[src/lfid_pkg.sv]
// Shared constants for the lowest-free identifier allocator.
package lfid_pkg;

  localparam int DEF_ID_COUNT = 4096;
  localparam int DEF_ID_BASE  = 300;

  localparam int PID_W     = 16;
  localparam int PID_RES_W = 13;
  localparam int STATUS_W  = 2;

  // One memory word holds the used bits of this many identifiers.
  localparam int WORD_W = 64;
  localparam int BIT_W  = 6;
  localparam int GRP_W  = 8;
  localparam int GRP_N  = WORD_W / GRP_W;
  localparam int GSEL_W = 3;
  localparam int LSEL_W = 3;

  localparam logic [STATUS_W-1:0] STATUS_OK     = 2'd0;
  localparam logic [STATUS_W-1:0] STATUS_FULL   = 2'd1;
  localparam logic [STATUS_W-1:0] STATUS_BADREL = 2'd2;

endpackage

[src/lfid_ffz.sv]
// Finds the lowest set bit of a word of free flags, in two levels of eight.
module lfid_ffz
  import lfid_pkg::*;
(
  input  logic [WORD_W-1:0] free_bits,
  output logic              found,
  output logic [BIT_W-1:0]  pos
);

  logic [GRP_N-1:0]  grp_any;
  logic [GSEL_W-1:0] sel_g;
  logic [GRP_W-1:0]  grp_bits;
  logic [LSEL_W-1:0] sel_b;

  always_comb begin
    for (int g = 0; g < GRP_N; g++) begin
      grp_any[g] = |free_bits[g*GRP_W +: GRP_W];
    end
  end

  always_comb begin
    sel_g = '0;
    for (int g = GRP_N - 1; g >= 0; g--) begin
      if (grp_any[g]) begin
        sel_g = GSEL_W'(g);
      end
    end
  end

  assign grp_bits = free_bits[sel_g*GRP_W +: GRP_W];

  always_comb begin
    sel_b = '0;
    for (int b = GRP_W - 1; b >= 0; b--) begin
      if (grp_bits[b]) begin
        sel_b = LSEL_W'(b);
      end
    end
  end

  assign found = |grp_any;
  assign pos   = {sel_g, sel_b};

endmodule

[src/lowest_free_id_allocator.sv]
// Lowest-free identifier allocator: used-bit memory of 64-bit words with a read-modify-write FSM.
// Allocate: words are read from word 0 up until one holds a free bit, which is set; the pool is
// full after all WORDS words (64 by default) are read; one word read per cycle.
// Release: one read, then a write-back that clears the bit if it was in use.
// A new word is accepted in the cycle that done is high. The receiver cannot stall.
// After reset a clearing pass writes zeros to all WORDS words, busy high.
module lowest_free_id_allocator
  import lfid_pkg::*;
#(
  parameter int ID_COUNT = DEF_ID_COUNT,
  parameter int ID_BASE  = DEF_ID_BASE
) (
  input  logic                 clk,
  input  logic                 rst,
  input  logic                 start,
  output logic                 busy,
  input  logic                 mode,
  input  logic [PID_W-1:0]     pid,
  output logic                 done,
  output logic [PID_RES_W-1:0] pid_res,
  output logic [STATUS_W-1:0]  status
);

  localparam int WORDS     = (ID_COUNT + WORD_W - 1) / WORD_W;
  localparam int ADDR_W    = (WORDS > 1) ? $clog2(WORDS) : 1;
  localparam int CNT_W     = $clog2(WORDS + 1);
  localparam int OFF_W     = PID_W + 1;
  localparam int LAST_BITS = ID_COUNT - (WORDS - 1) * WORD_W;
  localparam logic [WORD_W-1:0] LAST_MASK = (LAST_BITS == WORD_W) ? {WORD_W{1'b1}} :
      ((WORD_W'(1) << LAST_BITS) - WORD_W'(1));
  localparam logic [ADDR_W-1:0] LAST_ADDR = ADDR_W'(WORDS - 1);

  typedef enum logic [3:0] {
    S_CLEAR = 4'b0001,
    S_IDLE  = 4'b0010,
    S_SCAN  = 4'b0100,
    S_REL   = 4'b1000
  } state_t;

  state_t            state;
  logic [ADDR_W-1:0] clr_addr;
  logic [CNT_W-1:0]  scan_cnt;
  logic [ADDR_W-1:0] chk_addr;
  logic [PID_W-1:0]  req_pid;
  logic              req_ok;
  logic [BIT_W-1:0]  req_bit;
  logic [ADDR_W-1:0] req_addr;

  logic [WORD_W-1:0] mem [WORDS];
  logic [WORD_W-1:0] rdata;
  logic              rd_en;
  logic [ADDR_W-1:0] rd_addr;
  logic              wr_en;
  logic [ADDR_W-1:0] wr_addr;
  logic [WORD_W-1:0] wr_data;

  logic [OFF_W-1:0]  offset;
  logic              in_range;
  logic [WORD_W-1:0] word_mask;
  logic [WORD_W-1:0] free_bits;
  logic              found;
  logic [BIT_W-1:0]  pos;
  logic [OFF_W-1:0]  alloc_id;
  logic              rel_hit;

  assign busy = (state != S_IDLE);

  assign offset   = {1'b0, pid} - OFF_W'(ID_BASE);
  assign in_range = ({1'b0, pid} >= OFF_W'(ID_BASE)) && (offset < OFF_W'(ID_COUNT));

  // Bits past the end of the pool in the last word count as used.
  assign word_mask = (chk_addr == LAST_ADDR) ? LAST_MASK : {WORD_W{1'b1}};
  assign free_bits = ~rdata & word_mask;
  assign alloc_id  = OFF_W'(ID_BASE) + OFF_W'({chk_addr, pos});
  assign rel_hit   = req_ok && rdata[req_bit];

  lfid_ffz u_ffz (
    .free_bits (free_bits),
    .found     (found),
    .pos       (pos)
  );

  always_comb begin
    rd_en   = 1'b0;
    rd_addr = '0;
    wr_en   = 1'b0;
    wr_addr = '0;
    wr_data = '0;
    unique case (state)
      S_CLEAR: begin
        wr_en   = 1'b1;
        wr_addr = clr_addr;
      end
      S_IDLE: begin
        if (start) begin
          rd_en   = 1'b1;
          rd_addr = mode ? offset[ADDR_W+BIT_W-1:BIT_W] : '0;
        end
      end
      S_SCAN: begin
        if (found) begin
          wr_en   = 1'b1;
          wr_addr = chk_addr;
          wr_data = rdata | (WORD_W'(1) << pos);
        end else if (scan_cnt < CNT_W'(WORDS)) begin
          rd_en   = 1'b1;
          rd_addr = scan_cnt[ADDR_W-1:0];
        end
      end
      S_REL: begin
        if (rel_hit) begin
          wr_en   = 1'b1;
          wr_addr = req_addr;
          wr_data = rdata & ~(WORD_W'(1) << req_bit);
        end
      end
      default: begin
      end
    endcase
  end

  always_ff @(posedge clk) begin
    if (wr_en) begin
      mem[wr_addr] <= wr_data;
    end
    if (rd_en) begin
      rdata <= mem[rd_addr];
    end
  end

  always_ff @(posedge clk) begin
    if (rst) begin
      state    <= S_CLEAR;
      clr_addr <= '0;
      done     <= 1'b0;
    end else begin
      done <= 1'b0;
      unique case (state)
        S_CLEAR: begin
          clr_addr <= clr_addr + ADDR_W'(1);
          if (clr_addr == LAST_ADDR) begin
            state <= S_IDLE;
          end
        end
        S_IDLE: begin
          if (start) begin
            if (mode) begin
              req_pid  <= pid;
              req_ok   <= in_range;
              req_bit  <= offset[BIT_W-1:0];
              req_addr <= offset[ADDR_W+BIT_W-1:BIT_W];
              state    <= S_REL;
            end else begin
              scan_cnt <= CNT_W'(1);
              chk_addr <= '0;
              state    <= S_SCAN;
            end
          end
        end
        S_SCAN: begin
          if (found) begin
            done    <= 1'b1;
            pid_res <= alloc_id[PID_RES_W-1:0];
            status  <= STATUS_OK;
            state   <= S_IDLE;
          end else if (scan_cnt < CNT_W'(WORDS)) begin
            chk_addr <= scan_cnt[ADDR_W-1:0];
            scan_cnt <= scan_cnt + CNT_W'(1);
          end else begin
            done    <= 1'b1;
            pid_res <= '0;
            status  <= STATUS_FULL;
            state   <= S_IDLE;
          end
        end
        S_REL: begin
          done    <= 1'b1;
          pid_res <= req_pid[PID_RES_W-1:0];
          status  <= rel_hit ? STATUS_OK : STATUS_BADREL;
          state   <= S_IDLE;
        end
        default: begin
          state <= S_IDLE;
        end
      endcase
    end
  end

  // A result is only delivered once the FSM is back in idle.
  assert property (@(posedge clk) disable iff (rst) done |-> !busy)
    else $error("done raised while busy");

  // An accepted word always leaves the idle state.
  assert property (@(posedge clk) disable iff (rst) (start && !busy) |=> busy)
    else $error("accepted word did not start work");

  // Reset always starts the clearing pass.
  assert property (@(posedge clk) rst |=> (state == S_CLEAR))
    else $error("reset did not start the clearing pass");

  // A full pool reports identifier zero.
  assert property (@(posedge clk) disable iff (rst)
      (done && status == STATUS_FULL) |-> (pid_res == '0))
    else $error("full pool with nonzero identifier");

  // The memory is never written while the allocator sits idle.
  assert property (@(posedge clk) disable iff (rst) (state == S_IDLE) |-> !wr_en)
    else $error("memory write in idle");

endmodule
[config.mk]
export PLATFORM = sky130hd
export DESIGN_NAME = lowest_free_id_allocator
export DESIGN_NICKNAME = d
export VERILOG_FILES = /design/src/lfid_pkg.sv /design/src/lfid_ffz.sv /design/src/lowest_free_id_allocator.sv
export SDC_FILE = /design/constraint.sdc
export NUM_CORES = 2
export LEC_CHECK = 0
export BUFFER_PORTS_ARGS = -buffer_cell sky130_fd_sc_hd__buf_2
export CORE_AREA = 2 2 573 575
export CTS_CLUSTER_SIZE = 14
export DETAILED_ROUTE_END_ITERATION = 8
export DIE_AREA = 0 0 575 577
export MAX_ROUTING_LAYER = met4
export PLACE_DENSITY = 0.64
export SLEW_MARGIN = 20
export SYNTH_ARGS = -nofsm -noshare
export SYNTH_HDL_FRONTEND = slang
export SYNTH_SLANG_ARGS = --single-unit
export TNS_END_PERCENT = 100
[constraint.sdc]
create_clock -name clk -period 8.3 [get_ports clk]
set_input_delay 2.49 -clock clk [delete_from_list [all_inputs] [get_ports clk]]
set_output_delay 2.49 -clock clk [all_outputs]
set_load 0.1 [all_outputs]
==> impl_metrics.yaml <==
outcome:
  outcome: "complete, no violations"
synth:
  synth_enable_flop_cells: 4212
  ys_warn_count: 0
  ys_async_sr_fraction_pct: 0
  syn_area_um2: 168000
  synth_compound_area_share_pct: 5.38
  syn_nets: 12500
  synth_cell_types: 84
  yosysSeqAreaShare_pct: 75.2
  synthCells: 12400
  ys_ff_latch: 4223
  ys.flop_type: "edfxtp_1"
  synth_fa_ha_area_share_pct: 0.0297
  synth-simple-area-share_pct: 14.6
  synth_top_family_by_area: "simple AND/OR/NAND/NOR gates"
  synth_mux_area_share_pct: 2.58
  synth_xor_area_share_pct: 0.120
  synth_area_per_cell_um2: 13.5
route:
  drtIter0Drc: 18400
  drtPass1Iterations: 8
  ant_nets: 0
  vias: 112000
  wire_per_inst_um: 32.5
  drc_errors: 0
  vias_per_cell: 6.49
  wl_um: 559000
sta:
  tightest_slew_ns: 1.22
  fmax_ghz: 0.157
  clock_skew_ns: 0.0749
  slew_violations: 0
  max_slew_margin_pct: 18.7
  worst_slack_ns: 1.94
  min_period_over_period_pct: 76.6
  hold_viol_final: 0
  setup_viol: 0
  rsz0062_at_grt: "no"
  tns_ns: 0
  min_period_ns: 6.36
  hold_ws_ns: 0.530
die:
  fp.coreArea_um2: 326000
  die-area_um2: 332000
  initial_utilization_pct: 51.7
  rows: 210
  ios: 37
  die_width_um: 575
  fp.dieH_um: 577
grt:
  grt_use_total_pct: 34.2
  grt_max_degree: 164
  grt_pass1_vias: 104000
  overflow: 0
  antenna_found_initial: 16
  grt_pass1_wl_um: 782000
cells_and_area:
  ff_latch_area_um2: 127000
  fillers: 24800
  fin_util_pct: 58.5
  instances_no_fill: 17200
  nets: 12500
  multi_input_comb_area_um2: 39700
  drive_gt1_share_pct: 9.65
  synthToLayoutAreaGrowth_pct: 13.1
cts:
  cts_max_level: 5
  cts_tree: "built"
  clock_sinks: 4223
  clk_path_buf_depth: 4
  clk_latency_ns: 1.00
  clk_pin_slew_ns: 0.06
  clock-root-buffer: "clkbuf_16"
  numCtsBuffers: 423
  post_cts_buffers: 0
  hold_buffers: 0
  ctsResizeCount: 0
setup_path:
  slowest_stage: "edfxtp_1"
  cp_top_family: "compound AO/OA/AOI/OAI gates"
  cp.arrival_ns: 7.16
  cp_cell_sequence: "nand4_2, or4_1, o211ai_2, nand2_1, a311oi_1, a211oi_1, or4b_1, a21o_1, ha_1, o21ai_0, nor2b_1, o21ai_0, xor2_1, o31ai_1"
  end_kind: "register"
  cp-start-kind: "register"
  required_ns: 9.10
  path_class: "register to register"
  cp_max_fo: 11
  critPathBufInv: 0
  cpPeakStageDelay_ns: 0.86
  cpMostUsedCell: "o21ai_0"
placed_design:
  numPortBuffers: 36
  dp.final_hpwl_um: 286000
  dp_cells: 16400
  gp_congestion: 0.959
  post-place-ws_ns: 1.28
worst_hold_path:
  hold_class: "register to register"
power_and_ir_drop:
  power.density_nw_per_um2: 231
  peakVddDrop_mv: 0.200
  p_leak_nw: 62.2
flow_run:
  maxCapViolations: 0
-- cells in the mapped netlist (all sizes together) (6+ instances only) --
library cell / instances / share of area, %
a211oi: 8 / 0.039
a21o: 6 / 0.027
a21oi: 83 / 0.25
a221o: 63 / 0.37
a221oi: 129 / 0.67
a22o: 6 / 0.032
a311oi: 10 / 0.052
a31oi: 395 / 1.5
a32o: 128 / 0.76
a32oi: 127 / 0.66
and2: 8 / 0.030
and3: 393 / 1.5
and4: 6 / 0.031
buf: 227 / 0.63
clkbuf: 610 / 1.4
dfxtp: 11 / 0.13
edfxtp: 4212 / 75
inv: 19 / 0.042
mux2i: 387 / 2.3
mux4: 20 / 0.27
nand2: 3638 / 8.1
nand2b: 10 / 0.037
nand3: 1436 / 4.3
nand4: 23 / 0.10
nor2: 123 / 0.27
nor2b: 8 / 0.030
nor3: 17 / 0.056
nor4: 9 / 0.073
o211ai: 13 / 0.061
o21a: 6 / 0.027
o21ai: 115 / 0.34
o22a: 6 / 0.031
o22ai: 70 / 0.26
o31ai: 43 / 0.21
or3: 7 / 0.026
xnor2: 13 / 0.068
xor2: 10 / 0.052
-- through the flow --
step,power (mW),cell area [um2]
2_1_floorplan,25.0,168000
3_3_place_gp,25.7,177000
3_5_place_dp,25.7,177000
4_1_cts,44.0,190000
5_1_grt,45.0,190000
6_report,44.0,191000
-- worst register-to-register path, cell delays in order (launching register included) --
cell and delay, ns:
edfxtp_1 0.86, nand4_2 0.31, or4_1 0.76, o211ai_2 0.68, nand2_1 0.23, a311oi_1 0.32, a211oi_1 0.18, or4b_1 0.73
a21o_1 0.27, ha_1 0.25, o21ai_0 0.71, nor2b_1 0.35, o21ai_0 0.14, xor2_1 0.18, o31ai_1 0.22
-- cells in the final DEF, fill, tap and decap left out, types with 11 or more instances in the layout --
| cell | Yosys | routed |
|---|---|---|
| edfxtp_1 | 4212 | 4212 |
| nand2_1 | 3637 | 3635 |
| nand3_1 | 1435 | 1435 |
| clkbuf_16 | 0 | 424 |
| a31oi_1 | 395 | 395 |
| and3_1 | 393 | 393 |
| mux2i_1 | 387 | 387 |
| buf_4 | 14 | 303 |
| a221oi_1 | 129 | 129 |
| a32o_1 | 128 | 128 |
| a32oi_1 | 127 | 127 |
| buf_12 | 0 | 123 |
| clkinv_1 | 0 | 115 |
| o21ai_0 | 113 | 89 |
| clkbuf_1 | 610 | 88 |
| a21oi_1 | 82 | 78 |
| clkinv_2 | 0 | 76 |
| nor2_4 | 0 | 73 |
| o22ai_1 | 70 | 70 |
| a221o_1 | 63 | 63 |
| nor2_1 | 123 | 49 |
| diode_2 | 0 | 41 |
| buf_2 | 117 | 36 |
| o31ai_4 | 0 | 35 |
| bufinv_16 | 0 | 35 |
| o21ai_4 | 0 | 24 |
| nand4_1 | 19 | 19 |
| mux4_2 | 19 | 19 |
| inv_1 | 17 | 17 |
| nor3_1 | 15 | 14 |
| xnor2_1 | 13 | 13 |
| o211ai_1 | 12 | 12 |
| clkinv_8 | 0 | 12 |
| dfxtp_1 | 11 | 11 |
-- where the power goes --
group,switching [mW],leakage [nW],internal [mW]
logic,1.16,22.9,0.553
clock network,8.17,6.54,10.5
registers,0.115,32.8,23.5
-- final timing paths --
check                        start               endpoint  slack, ns  cells past startpoint
max            rdata[37]$_DFFE_PP_  pid_res[10]$_DFFE_PP_       1.94                     14
min          req_pid[12]$_DFFE_PP_  pid_res[12]$_DFFE_PP_       0.53                      2
max reg2reg    rdata[37]$_DFFE_PP_  pid_res[10]$_DFFE_PP_       1.94                     14
min reg2reg  req_pid[12]$_DFFE_PP_  pid_res[12]$_DFFE_PP_       0.53                      2
-- logic make-up (layout without fill, tap and decap cells) --
| family | count (synthesis) | after routing |
|---|---|---|
| buffers and inverters | 856 | 1264 |
| other | 0 | 41 |
| XOR/XNOR | 23 | 23 |
| AND/OR/NAND/NOR | 5700 | 5700 |
| adder cells (fa/ha/maj) | 4 | 4 |
| flip-flops | 4223 | 4223 |
| multiplexers | 409 | 409 |
| AO/OA/AOI/OAI | 1229 | 1229 |
-- registers in the layout, indices dropped and copies added, names as in the netlist --
name      flops
chk_addr      6
done          1
pid_res      13
req_pid      13
rdata        64
req_bit       4
mem        4096
req_addr      6
req_ok        1
state         4
status        2
clr_addr      6
scan_cnt      7
-- final cells by class --
type	instances	area share [%]
timing repair buffer	473	2.71
sequential	4223	66.5
tap	4346	2.85
multi-input combinational	7365	20.8
antenna	41	0.0539
clock inverter	260	1.28
clock buffer	512	5.74
inverter	19	0.0374
-- per-layer routing --
metal	part of all wire (%)	GRT usage [%]	wire [um]
met5	0	-	0
met1	36	44.6	203000
met3	12	6.23	67900
met2	46	51.9	257000
met4	5.7	17.1	32200
Note: power is estimated with default switching activity, not from simulation.
